## src/sv/ltgl_pkg.sv

```systemverilog
`default_nettype none
// ----------------------------------------------------------------------------
// ltgl_pkg: shared types and constants of the load tracking gain loop
// Payload words, controller/datapath command and status, code constants and
// the arctangent table of the angle unit.
// ----------------------------------------------------------------------------
package ltgl_pkg;

   localparam int CORDIC_STEPS = 16;
   localparam int ITER_W       = 5;
   localparam int SQRT_STEPS   = 32;
   localparam int NUM_W        = 65;
   localparam int DEN_W        = 32;
   localparam int DIV_CNT_W    = 7;

   localparam logic [1:0] OP_INIT   = 2'd0;
   localparam logic [1:0] OP_ADJUST = 2'd1;
   localparam logic [1:0] OP_CHECK  = 2'd2;
   localparam logic [1:0] OP_NOP    = 2'd3;

   localparam logic [1:0] MODE_REAL  = 2'd0;
   localparam logic [1:0] MODE_IMAG  = 2'd1;
   localparam logic [1:0] MODE_MAG   = 2'd2;
   localparam logic [1:0] MODE_ANGLE = 2'd3;

   localparam logic [2:0] CSR_SETPOINT  = 3'd0;
   localparam logic [2:0] CSR_FULLSCALE = 3'd1;
   localparam logic [2:0] CSR_DEADBAND  = 3'd2;
   localparam logic [2:0] CSR_DAMPING   = 3'd3;
   localparam logic [2:0] CSR_MODE      = 3'd4;
   localparam logic [2:0] CSR_COMPLEX   = 3'd5;

   localparam logic [1:0] FB_DIRECT = 2'd0;
   localparam logic [1:0] FB_SQRT   = 2'd1;
   localparam logic [1:0] FB_CORDIC = 2'd2;

   localparam logic [1:0] DIV_FF    = 2'd0;
   localparam logic [1:0] DIV_RATIO = 2'd1;
   localparam logic [1:0] DIV_DAMP  = 2'd2;

   localparam logic signed [19:0] HALF_PI = 20'sd102944;

   typedef struct packed {
      logic [1:0]         opcode;
      logic signed [31:0] meas_re;
      logic signed [31:0] meas_im;
   } ltgl_req_type;

   typedef struct packed {
      logic signed [31:0] gain_out;
      logic signed [31:0] feedback_value;
      logic               need_iteration;
   } ltgl_rsp_type;

   typedef struct packed {
      logic       load;
      logic       fb_direct;
      logic       sq_mul;
      logic       sqrt_init;
      logic       sqrt_step;
      logic       fb_mag;
      logic       cordic_init;
      logic       cordic_step;
      logic       fb_angle;
      logic       band;
      logic       div_start;
      logic [1:0] div_sel;
      logic       ff_write;
      logic       gain_zero;
      logic       set_need;
      logic       cap_factor;
      logic       mul_lo;
      logic       mul_hi;
      logic       gain_mul;
      logic       rsp_load;
   } ltgl_cmd_type;

   typedef struct packed {
      logic [1:0] op;
      logic [1:0] fb_kind;
      logic       sp_zero;
      logic       fb_zero;
      logic       out_of_band;
      logic       div_done;
      logic       sqrt_last;
      logic       cordic_last;
   } ltgl_status_type;

   // round(atan(2^-i) * 65536); entries past the seventeenth are zero.
   function automatic logic [16:0] atan_entry(input logic [ITER_W-1:0] idx);
      logic [16:0] val;
      unique case (idx)
         5'd0:    val = 17'd51472;
         5'd1:    val = 17'd30386;
         5'd2:    val = 17'd16055;
         5'd3:    val = 17'd8150;
         5'd4:    val = 17'd4091;
         5'd5:    val = 17'd2047;
         5'd6:    val = 17'd1024;
         5'd7:    val = 17'd512;
         5'd8:    val = 17'd256;
         5'd9:    val = 17'd128;
         5'd10:   val = 17'd64;
         5'd11:   val = 17'd32;
         5'd12:   val = 17'd16;
         5'd13:   val = 17'd8;
         5'd14:   val = 17'd4;
         5'd15:   val = 17'd2;
         5'd16:   val = 17'd1;
         default: val = 17'd0;
      endcase
      return val;
   endfunction

   // Applies a sign to a magnitude and saturates to signed 32 bits.
   function automatic logic [31:0] sat_q16(input logic neg, input logic [67:0] mag);
      logic [31:0] res;
      if (neg) begin
         if (mag > 68'h0_8000_0000) res = 32'h8000_0000;
         else res = ~mag[31:0] + 32'd1;
      end else begin
         if (mag > 68'h0_7FFF_FFFF) res = 32'h7FFF_FFFF;
         else res = mag[31:0];
      end
      return res;
   endfunction

endpackage
`default_nettype wire

```

## src/sv/ltgl_ctrl.sv

```systemverilog
`default_nettype none
// ----------------------------------------------------------------------------
// ltgl_ctrl: sequencer of the load tracking gain loop
// Takes one word at a time, steps the datapath through feedback, band test,
// divisions and multiply, and hands the result to the output register.
// ----------------------------------------------------------------------------
module ltgl_ctrl
   import ltgl_pkg::*;
(
   input  wire logic            clock,
   input  wire logic            reset,
   input  wire logic            req_valid,
   output logic                 req_stall,
   output logic                 rsp_valid,
   input  wire logic            rsp_stall,
   input  wire ltgl_status_type status,
   output ltgl_cmd_type         cmd
);

   localparam logic [3:0] S_IDLE    = 4'd0;
   localparam logic [3:0] S_FB      = 4'd1;
   localparam logic [3:0] S_SQ_INIT = 4'd2;
   localparam logic [3:0] S_SQRT    = 4'd3;
   localparam logic [3:0] S_SQ_FIN  = 4'd4;
   localparam logic [3:0] S_CORDIC  = 4'd5;
   localparam logic [3:0] S_CO_FIN  = 4'd6;
   localparam logic [3:0] S_BAND    = 4'd7;
   localparam logic [3:0] S_DECIDE  = 4'd8;
   localparam logic [3:0] S_DIV_FF  = 4'd9;
   localparam logic [3:0] S_DIV_R   = 4'd10;
   localparam logic [3:0] S_DIV_C   = 4'd11;
   localparam logic [3:0] S_MUL_LO  = 4'd12;
   localparam logic [3:0] S_MUL_HI  = 4'd13;
   localparam logic [3:0] S_MUL_SUM = 4'd14;
   localparam logic [3:0] S_OUT     = 4'd15;

   logic [3:0] state_ff, state_in;
   logic       rsp_valid_ff, rsp_valid_in;

   always_comb begin
      state_in = state_ff;
      cmd      = '0;
      unique case (state_ff)
         S_IDLE: begin
            if (req_valid) begin
               cmd.load = 1'b1;
               state_in = S_FB;
            end
         end
         S_FB: begin
            priority if (status.fb_kind == FB_SQRT) begin
               cmd.sq_mul = 1'b1;
               state_in   = S_SQ_INIT;
            end else if (status.fb_kind == FB_CORDIC) begin
               cmd.cordic_init = 1'b1;
               state_in        = S_CORDIC;
            end else begin
               cmd.fb_direct = 1'b1;
               state_in      = S_BAND;
            end
         end
         S_SQ_INIT: begin
            cmd.sqrt_init = 1'b1;
            state_in      = S_SQRT;
         end
         S_SQRT: begin
            cmd.sqrt_step = 1'b1;
            if (status.sqrt_last) state_in = S_SQ_FIN;
         end
         S_SQ_FIN: begin
            cmd.fb_mag = 1'b1;
            state_in   = S_BAND;
         end
         S_CORDIC: begin
            cmd.cordic_step = 1'b1;
            if (status.cordic_last) state_in = S_CO_FIN;
         end
         S_CO_FIN: begin
            cmd.fb_angle = 1'b1;
            state_in     = S_BAND;
         end
         S_BAND: begin
            cmd.band = 1'b1;
            state_in = S_DECIDE;
         end
         S_DECIDE: begin
            priority if (status.op == OP_INIT) begin
               cmd.div_start = 1'b1;
               cmd.div_sel   = DIV_FF;
               state_in      = S_DIV_FF;
            end else if (status.op == OP_ADJUST) begin
               priority if (status.sp_zero) begin
                  cmd.gain_zero = 1'b1;
                  state_in      = S_OUT;
               end else if (status.fb_zero) begin
                  cmd.div_start = 1'b1;
                  cmd.div_sel   = DIV_FF;
                  state_in      = S_DIV_FF;
               end else if (status.out_of_band) begin
                  cmd.div_start = 1'b1;
                  cmd.div_sel   = DIV_RATIO;
                  state_in      = S_DIV_R;
               end else begin
                  state_in = S_OUT;
               end
            end else if (status.op == OP_CHECK) begin
               cmd.set_need = 1'b1;
               state_in     = S_OUT;
            end else begin
               state_in = S_OUT;
            end
         end
         S_DIV_FF: begin
            if (status.div_done) begin
               cmd.ff_write = 1'b1;
               state_in     = S_OUT;
            end
         end
         S_DIV_R: begin
            if (status.div_done) begin
               cmd.div_start = 1'b1;
               cmd.div_sel   = DIV_DAMP;
               state_in      = S_DIV_C;
            end
         end
         S_DIV_C: begin
            if (status.div_done) begin
               cmd.cap_factor = 1'b1;
               state_in       = S_MUL_LO;
            end
         end
         S_MUL_LO: begin
            cmd.mul_lo = 1'b1;
            state_in   = S_MUL_HI;
         end
         S_MUL_HI: begin
            cmd.mul_hi = 1'b1;
            state_in   = S_MUL_SUM;
         end
         S_MUL_SUM: begin
            cmd.gain_mul = 1'b1;
            state_in     = S_OUT;
         end
         S_OUT: begin
            if (!rsp_valid_ff || !rsp_stall) begin
               cmd.rsp_load = 1'b1;
               state_in     = S_IDLE;
            end
         end
         default: state_in = S_IDLE;
      endcase

      if (cmd.rsp_load) rsp_valid_in = 1'b1;
      else if (!rsp_stall) rsp_valid_in = 1'b0;
      else rsp_valid_in = rsp_valid_ff;
   end

   always_ff @(posedge clock) begin
      if (reset) begin
         state_ff     <= S_IDLE;
         rsp_valid_ff <= 1'b0;
      end else begin
         state_ff     <= state_in;
         rsp_valid_ff <= rsp_valid_in;
      end
   end

   assign req_stall = (state_ff != S_IDLE);
   assign rsp_valid = rsp_valid_ff;

endmodule
`default_nettype wire

```

## config.mk

```make
export PLATFORM = sky130hd
export DESIGN_NAME = ltgl_ctrl
export DESIGN_NICKNAME = d
export VERILOG_FILES = /design/src/sv/ltgl_pkg.sv /design/src/sv/ltgl_ctrl.sv
export SDC_FILE = /design/constraint.sdc
export NUM_CORES = 1
export LEC_CHECK = 0
export BUFFER_PORTS_ARGS = -buffer_cell sky130_fd_sc_hd__clkbuf_2
export CORE_UTILIZATION = 40
export CTS_BUF_LIST = sky130_fd_sc_hd__clkbuf_8
export CTS_CLUSTER_SIZE = 12
export DETAILED_ROUTE_END_ITERATION = 8
export GPL_TIMING_DRIVEN = 0
export PLACE_DENSITY = 0.82
export SLEW_MARGIN = 15
export SYNTH_ARGS = -nofsm -noshare
export SYNTH_HDL_FRONTEND = slang
export SYNTH_SLANG_ARGS = --single-unit
```

## constraint.sdc

```tcl
create_clock -name clock -period 1.7 [get_ports clock]
set_input_delay 0 -clock clock [delete_from_list [all_inputs] [get_ports clock]]
set_output_delay 0 -clock clock [all_outputs]
set_load 0.02 [all_outputs]
```

==> results.json, run 1 <==
{
  "place_area_um2": 843.3,
  "ys_seq_elements": 5,
  "finalSetupViolCount": 0,
  "netlist.area_leader.share_pct": 15.56,
  "grt_pass1_wl_mm": 2.925,
  "final_antenna_net_count": 0,
  "synth.most_common_cell": "nor2_1",
  "post_cts_buffers": 0,
  "max_freq_ghz": 0.6379,
  "slowest_delay_ns": 0.40,
  "seq_area_frac_synth_pct": 15.56,
  "fill_cells": 160,
  "die_h_um": 42.10,
  "rsz0062_at_grt": "no",
  "end_kind": "flip-flop",
  "grt_start_max_net_pins": 11,
  "grt.met1_usage_pct": 24.74,
  "dieArea_um2": 1772,
  "crit_arrival_ns": 1.68,
  "drv_cap": 0,
  "yosys_warnings": 0,
  "p_leak_nw": 0.4774,
  "synth_cell_types": 34,
  "netlist_instances": 91,
  "period_share_pct": 92.22,
  "cts_max_level": 1,
  "io_pins": 37,
  "fp.dieW_um": 42.10,
  "grt_pass1_vias": 705,
  "use_met3_pct": 1.293,
  "initial_utilization_pct": 42.69,
  "status": "complete, no violations",
  "critPathKind": "reg -> reg",
  "cts_sinks": 5,
  "finClkSkew_ns": 0.001833,
  "antenna_found_initial": 0,
  "worstMarginPinSlew_ns": 0.3983,
  "synth.largest_area_cell": "dfxtp_1",
  "numCtsBuffers": 3,
  "path_max_fanout": 9,
  "wl_per_cell_um": 12.14,
  "rows": 14,
  "syn_to_final_growth_pct": 38.91,
  "startpoint_type": "flip-flop",
  "hp-start": "reset",
  "path_clk_slew_ns": 0.04,
  "dr_total_vias": 812,
  "min_period_ns": 1.568,
  "drt-total-wl_mm": 1.785,
  "tns_ns": 0,
  "drv_slew": 0,
  "layout-drive-gt1-share_pct": 39.69,
  "critPathTopFamily": "simple AND/OR/NAND/NOR gates",
  "clk_latency_ns": 0.22,
  "required_ns": 1.81,
  "dp_hpwl_mm": 1.352,
  "place.gp.congestion": 0.8871,
  "slowest_stage": "nor4b_2",
  "route.detailed.drc": 0,
  "synth_area_um2": 643.1,
  "hold_violations": 0,
  "synth_edf_count": 0,
  "path_cells": "buf_2 -> nor4b_2 -> and4b_1 -> a211oi_1 -> mux2_4",
  "firstDrtPassIters": 4,
  "grtUsageMet2_pct": 37.19,
  "grt_usage_pct": 21.48,
  "design_area_um2": 893.4,
  "crit_path_start": "state_ff[0]",
  "clockBufferDepth": 2,
  "fin_nets": 149,
  "io_buffers": 36,
  "cts_tree": "done",
  "core_area_um2": 1506,
  "diodes": 0,
  "pwr_density_cell_nw_per_um2": 1264,
  "dr.first_iter.drc_count": 9,
  "syn-mean-instance-area_um2": 7.067,
  "synth_flop_cell": "dfxtp_1",
  "cts_root_buffer": "clkbuf_8",
  "synth_nets": 108,
  "worst-path-buf-inv": 1,
  "hp-class": "in -> reg",
  "ir_drop_mv": 0.6343,
  "slew_headroom_pct": 72.76,
  "avgViaCountPerCell": 5.524,
  "synthTopCellsByArea": "dfxtp_1 (16%), nor2_1 (6.4%), and3_1 (5.8%), ha_1 (5.8%), nor2b_1 (4.9%)",
  "timing.rr.start": "state_ff[0]",
  "netlist_top_cells_count": "nor2_1 (11), a21oi_1 (6), and3_1 (6), inv_1 (6), nand2_1 (6)",
  "async_flop_share_pct": 0,
  "grt.busiest_layer": "met2",
  "grt_remaining_overflow": 0
}
## power breakdown
group          internal, mW  total [mW]  switching, mW
clock network         0.155       0.214         0.0594
logic                 0.286       0.725          0.439
registers             0.153       0.190         0.0376
total                 0.593        1.13          0.536
## final cells by class
| cell class | instances | area, µm² | area share, % |
|---|---|---|---|
| Buffer | 7 | 48.80 | 5.462 |
| Clock buffer | 3 | 41.29 | 4.622 |
| Clock inverter | 1 | 3.754 | 0.4202 |
| Inverter | 6 | 22.52 | 2.521 |
| Multi-Input combinational cell | 73 | 476.7 | 53.36 |
| Sequential cell | 5 | 100.1 | 11.20 |
| Tap cell | 16 | 20.02 | 2.241 |
| Timing Repair Buffer | 36 | 180.2 | 20.17 |
## sequential cells by signal, indices dropped and copies added (netlist names)
name,flops
state_ff,4
rsp_valid,1
## per-stage QoR
step | cells | total power, mW | util [%] | hold WS [ns] | setup slack (ns)
final | 147 | 1.129 | 59.30 | 0.03609 | 0.1323
after global routing | 147 | 1.206 | 59.30 | 0.06775 | 0.02744
after CTS | 147 | 1.115 | 58.97 | 0.03057 | 0.09755
after detailed placement | 143 | 0.8946 | 55.98 | 0.2621 | 0.1099
after global placement | 143 | 0.8835 | 55.98 | 0.2588 | 0.1238
after floorplan | 91 | 0.7104 | - | 0.06907 | 0.1520
## cell families (layout without fill, tap and decap cells)
logic type,Yosys count,count (layout),synth area share [%]
buffers and inverters,13,53,11.09
multiplexers,1,1,2.334
flip-flops,5,5,15.56
AND/OR/NAND/NOR,47,47,42.41
adder cells (fa/ha/maj),3,3,5.837
AO/OA/AOI/OAI,22,22,22.76
## path summary, 6_finish.rpt
path	endpoint	slack [ns]	cells past startpoint
worst min-delay path	rsp_valid	0.04	2
worst max register to register	state_ff[0]	0.13	5
worst min register to register	rsp_valid	0.53	2
worst max-delay path	state_ff[0]	0.13	5
## worst register-to-register path: cells and delay by family, from the launching register on
| family | cells | cell delay [ns] |
|---|---|---|
| buffers and inverters | 1 | 0.17 |
| AND/OR/NAND/NOR | 2 | 0.68 |
| AO/OA/AOI/OAI | 1 | 0.06 |
| multiplexers | 1 | 0.26 |
| flip-flops | 1 | 0.28 |
## cells in the final DEF, fill, tap and decap left out, types with 4 or more instances in the layout
| cell type | synthesis | layout |
|---|---|---|
| nor3_1 | 4 | 4 |
| nand2_1 | 6 | 6 |
| clkbuf_2 | 0 | 36 |
| inv_1 | 6 | 7 |
| dfxtp_1 | 5 | 5 |
| and3_1 | 6 | 6 |
| nor2_1 | 11 | 10 |
| a21oi_1 | 6 | 6 |
| nor2b_1 | 5 | 4 |
| o21ai_0 | 4 | 4 |
## per-layer routing
metal / up-vias / share of wire (%) / routed length (µm)
li1: 408 / - / -
met1: 378 / 42 / 744
met2: 22 / 52 / 921
met3: 4 / 3.9 / 69
met4: 0 / 2.7 / 49
met5: - / 0 / 0
## what timing repair did
item	4_1_cts	5_1_grt
endpoints found under the setup margin	0	1
hold buffers	0	0
resized for setup	0	2
(Power assumes the default switching activity.)
==> run 2: changes to the inputs <==
--- a/config.mk
+++ b/config.mk
@@ -12,6 +12,7 @@
 export DETAILED_ROUTE_END_ITERATION = 8
 export GPL_TIMING_DRIVEN = 0
 export PLACE_DENSITY = 0.82
+export RECOVER_POWER = 100
 export SLEW_MARGIN = 15
 export SYNTH_ARGS = -nofsm -noshare
 export SYNTH_HDL_FRONTEND = slang
==> run 2 against run 1 <==
  * Utilization down 1.7 points
  * Hold slack better by 0.0013 ns
  * Sequential share of layout area grew 0.32 points
  * Highest routed layer unchanged
==> results.json, run 2 (same netlist as run 1, synthesis figures left out) <==
{
  "grt_pass1_vias": 705,
  "initial_utilization_pct": 42.69,
  "final_cell_mix": "clkbuf_2 (19), clkbuf_1 (17), nor2_1 (10)",
  "rows": 14,
  "intPower_mw": 0.5714,
  "status": "complete, no violations",
  "startpoint_type": "flip-flop",
  "io_buffers": 36,
  "io_pins": 37,
  "p_switching_mw": 0.5336,
  "rsz0062_at_grt": "no",
  "p_seq_share_pct": 17.2,
  "min_period_ns": 1.605,
  "diodes": 0,
  "final_antenna_net_count": 0,
  "grt_start_max_net_pins": 11,
  "ctsResizeCount": 0,
  "path_clk_slew_ns": 0.04,
  "hp-class": "in -> reg",
  "fill_cells": 165,
  "clk_latency_ns": 0.22,
  "slew_headroom_pct": 72.53,
  "hold_violations": 0,
  "ff2ff_setup_slack_ns": 0.09,
  "firstDrtPassIters": 6,
  "largest-register": "state_ff",
  "drv_slew": 0,
  "utilization_pct": 57.64,
  "end_kind": "flip-flop",
  "die_h_um": 42.10,
  "antenna_found_initial": 0,
  "path_max_fanout": 9,
  "reg2reg_depth": 5,
  "ir_drop_mv": 0.6228,
  "numCtsBuffers": 3,
  "crit_path_start": "state_ff[0]",
  "cts_root_buffer": "clkbuf_8",
  "layout-drive-gt1-share_pct": 25.95,
  "place.gp.congestion": 0.8871,
  "syn_to_final_growth_pct": 35.02,
  "layout.cells.non_filler": 147,
  "drv_cap": 0,
  "finClkSkew_ns": 0.001963,
  "route.detailed.drc": 0,
  "dp_cells": 143,
  "critPathKind": "reg -> reg",
  "pwr_density_cell_nw_per_um2": 1272,
  "endpoint": "state_ff[0]",
  "hold_buffers": 0,
  "largest_reg_flops": 4,
  "dieArea_um2": 1772,
  "cts_max_level": 1,
  "tns_ns": 0,
  "avgViaCountPerCell": 5.544,
  "crit_arrival_ns": 1.71,
  "required_ns": 1.80,
  "dp_hpwl_mm": 1.352,
  "holdWs_ns": 0.03739,
  "max_freq_ghz": 0.6230,
  "wl_per_cell_um": 12.24,
  "worstMarginPinSlew_ns": 0.4017,
  "dr_total_vias": 815,
  "p_comb_share_pct": 63.4,
  "r2r-end": "state_ff[0]",
  "p_clk_share_pct": 19.4,
  "finalSetupViolCount": 0,
  "grt_pass1_wl_mm": 2.925,
  "finalPower_mw": 1.105,
  "cts_sinks": 5,
  "dr.first_iter.drc_count": 9,
  "drt-total-wl_mm": 1.800,
  "timing.rr.start": "state_ff[0]",
  "clockBufferDepth": 2,
  "cts_tree": "done",
  "grt_usage_pct": 21.48,
  "core_area_um2": 1506,
  "post_cts_buffers": 0,
  "p_leak_nw": 0.4150,
  "final_common_cell": "clkbuf_2",
  "fin_nets": 149,
  "swShare_pct": 48.29,
  "grt_remaining_overflow": 0,
  "fp.dieW_um": 42.10,
  "period_share_pct": 94.42
}
run 2: cell count changes in the layout (fill, tap and decap cells not counted):
cell / delta
mux2_1: +1
clkbuf_1: +17
clkbuf_2: -17
mux2_4: -1
run 2: power by group through the flow:
| stage | Clock [mW] | Combinational (mW) | Sequential [mW] |
|---|---|---|---|
| after floorplan | 0 | 0.532 | 0.178 |
| after global placement | 0 | 0.697 | 0.187 |
| after detailed placement | 0 | 0.704 | 0.190 |
| after CTS | 0.218 | 0.709 | 0.188 |
| after global routing | 0.218 | 0.769 | 0.197 |
| final | 0.214 | 0.700 | 0.190 |
run 2: layer usage:
layer	vias to the layer above	routed length, µm	track usage (%)
met5	-	0	0
met4	0	47	15.63
met3	4	46	1.293
met1	384	782	24.74
li1	409	-	-
met2	18	924	37.19
run 2: area by class of cell:
class / count / area [µm²] / area share, %
multi-input cells: 73 / 473.0 / 54.47
repair buffers: 36 / 158.9 / 18.30
flip-flops and latches: 5 / 100.1 / 11.53
plain buffers: 7 / 48.80 / 5.620
clock buffers: 3 / 41.29 / 4.755
inverters: 6 / 22.52 / 2.594
well taps: 16 / 20.02 / 2.305
clock inverters: 1 / 3.754 / 0.4323
run 2: worst min-delay path by stage:
stage / start / endpoint / slack, ns / depth (start not counted)
after global routing: reset / rsp_valid / 0.07 / 2
after CTS: reset / rsp_valid / 0.03 / 2
after floorplan: reset / rsp_valid / 0.07 / 1
after detailed placement: reset / rsp_valid / 0.26 / 2
after global placement: reset / rsp_valid / 0.26 / 2
final: reset / rsp_valid / 0.04 / 2
run 2: critical path, cell delays in order (launching register included):
cell      delay, ns
dfxtp_1        0.28
buf_2          0.17
nor4b_2        0.40
and4b_1        0.28
a211oi_1       0.06
mux2_1         0.30
run 2: metrics by stage:
step	setup WS, ns	area (µm²)
after detailed placement	0.1099	843.3
final	0.09486	868.3
after global routing	0.02272	868.3
after floorplan	0.1520	643.1
after CTS	0.09755	888.4
after global placement	0.1238	843.3
==> run 3: changes to the inputs <==
--- a/config.mk
+++ b/config.mk
@@ -13,6 +13,7 @@
 export GPL_TIMING_DRIVEN = 0
 export PLACE_DENSITY = 0.82
 export RECOVER_POWER = 100
+export SETUP_SLACK_MARGIN = 0.4
 export SLEW_MARGIN = 15
 export SYNTH_ARGS = -nofsm -noshare
 export SYNTH_HDL_FRONTEND = slang
==> run 3 against run 2 <==
  * Clock skew is essentially flat
  * Critical path depth is the same
  * First-iteration DRC count grew to 4.6 times the previous value
  * Maximum frequency grew 5.2%
  * Largest cell class unchanged
  * Utilization grew 9.2 points
  * Clock-buffer cell count is the same
  * Sequential share of layout area shrank 0.97 points
==> results.json, run 3 (same netlist as run 1, synthesis figures left out) <==
{
  "max_freq_ghz": 0.6551,
  "diodes": 0,
  "place_area_um2": 867.1,
  "min_period_ns": 1.526,
  "path_max_fanout": 9,
  "period_share_pct": 89.79,
  "cts_sinks": 5,
  "dpl_worst_slack_ns": 0.1266,
  "reg2reg_depth": 5,
  "grt_start_max_net_pins": 11,
  "wl_per_cell_um": 14.92,
  "rows": 14,
  "core_area_um2": 1506,
  "hp-class": "in -> reg",
  "timing.rr.start": "state_ff[0]",
  "grt_usage_pct": 26.80,
  "grt_remaining_overflow": 0,
  "startpoint_type": "flip-flop",
  "status": "complete, no violations",
  "final_antenna_net_count": 0,
  "hp-start": "reset",
  "hold_buffers": 0,
  "initial_utilization_pct": 42.69,
  "dr_total_vias": 898,
  "design_area_um2": 1007,
  "ir_drop_mv": 0.7446,
  "pwr_density_cell_nw_per_um2": 1262,
  "largest_reg_flops": 4,
  "rsz0062_at_grt": "yes",
  "drt-total-wl_mm": 2.253,
  "avgViaCountPerCell": 5.947,
  "firstDrtPassIters": 4,
  "required_ns": 1.80,
  "largest-register": "state_ff",
  "dr.first_iter.drc_count": 41,
  "numCtsBuffers": 3,
  "clockBufferDepth": 2,
  "slew_headroom_pct": 78.18,
  "hold_violations": 0,
  "place.gp.congestion": 0.8079,
  "holdWs_ns": 0.07296,
  "ff2ff_setup_slack_ns": 0.17,
  "io_buffers": 36,
  "route.detailed.drc": 0,
  "holdPathEnd": "state_ff[3]",
  "hold_depth": 2,
  "fp.dieW_um": 42.10,
  "end_kind": "flip-flop",
  "clk_latency_ns": 0.22,
  "critPathKind": "reg -> reg",
  "worstMarginPinSlew_ns": 0.3252,
  "final_common_cell": "clkbuf_1",
  "drv_cap": 0,
  "final_cell_mix": "clkbuf_1 (17), clkbuf_2 (14), nor2_1 (9)",
  "fill_cells": 143,
  "finalSetupViolCount": 0,
  "die_h_um": 42.10,
  "layout-drive-gt1-share_pct": 35.56,
  "cts_tree": "done",
  "grt_pass1_wl_mm": 3.726,
  "finalPower_mw": 1.271,
  "r2r-end": "state_ff[0]",
  "path_clk_slew_ns": 0.04,
  "syn_to_final_growth_pct": 56.62,
  "dp_hpwl_mm": 1.572,
  "cts_root_buffer": "clkbuf_8",
  "drv_slew": 0,
  "worst_slack_ns": 0.1736,
  "fin_nets": 153,
  "io_pins": 37,
  "finClkSkew_ns": 0.001555,
  "dieArea_um2": 1772,
  "grt_pass1_vias": 884,
  "p_leak_nw": 0.4610,
  "antenna_found_initial": 0,
  "cts_max_level": 1,
  "tns_ns": 0,
  "crit_arrival_ns": 1.62
}
==> run 3: worst max-delay path by stage <==
| stage | cells after the start | startpoint | slack (ns) | end |
|---|---|---|---|---|
| final | 5 | state_ff[0] | 0.17 | state_ff[0] |
| after global routing | 7 | state_ff[0] | 0.11 | cmd[10] |
| after CTS | 5 | state_ff[2] | 0.25 | state_ff[0] |
| after detailed placement | 4 | state_ff[1] | 0.13 | state_ff[0] |
| after global placement | 5 | state_ff[3] | 0.12 | state_ff[0] |
| after floorplan | 5 | state_ff[0] | 0.24 | state_ff[0] |
==> run 3: layout make-up <==
| cell class | count | area (µm²) | share of cell area, % |
|---|---|---|---|
| Multi-Input combinational cell | 73 | 533.0 | 52.92 |
| Inverter | 6 | 22.52 | 2.236 |
| Clock inverter | 1 | 3.754 | 0.3727 |
| Sequential cell | 5 | 106.4 | 10.56 |
| Timing Repair Buffer | 40 | 216.5 | 21.49 |
| Clock buffer | 3 | 41.29 | 4.099 |
| Tap cell | 16 | 20.02 | 1.988 |
| Buffer | 7 | 63.81 | 6.335 |
==> run 3: repair_timing <==
action,4_1_cts,5_1_grt
setup endpoints to repair,23,24
buffers inserted,3,1
gates resized for setup,19,34
pin swaps,6,4
==> run 3: power by group <==
part	internal (mW)	total (mW)	switching (mW)
Sequential	0.163	0.216	0.0528
Clock	0.155	0.210	0.0555
Combinational	0.333	0.845	0.512
==> run 3: critical path, cell delays in order (launching register included) <==
cell and delay [ns]:
dfxtp_1 0.32, buf_6 0.14, nor2b_1 0.27, o21ai_1 0.15, and3_1 0.22, mux2_1 0.31
==> run 3: stage by stage <==
step / utilization [%] / instances
2_1_floorplan: - / 91
3_3_place_gp: 57.56 / 143
3_5_place_dp: 57.56 / 143
4_1_cts: 66.20 / 150
5_1_grt: 66.86 / 151
6_report: 66.86 / 151
==> run 3: routing by layer <==
layer | global-route usage [%] | routed length, µm
met1 | 30.18 | 883
met2 | 47.50 | 1186
met3 | 4.741 | 124
met4 | 14.37 | 58
met5 | 0 | 0
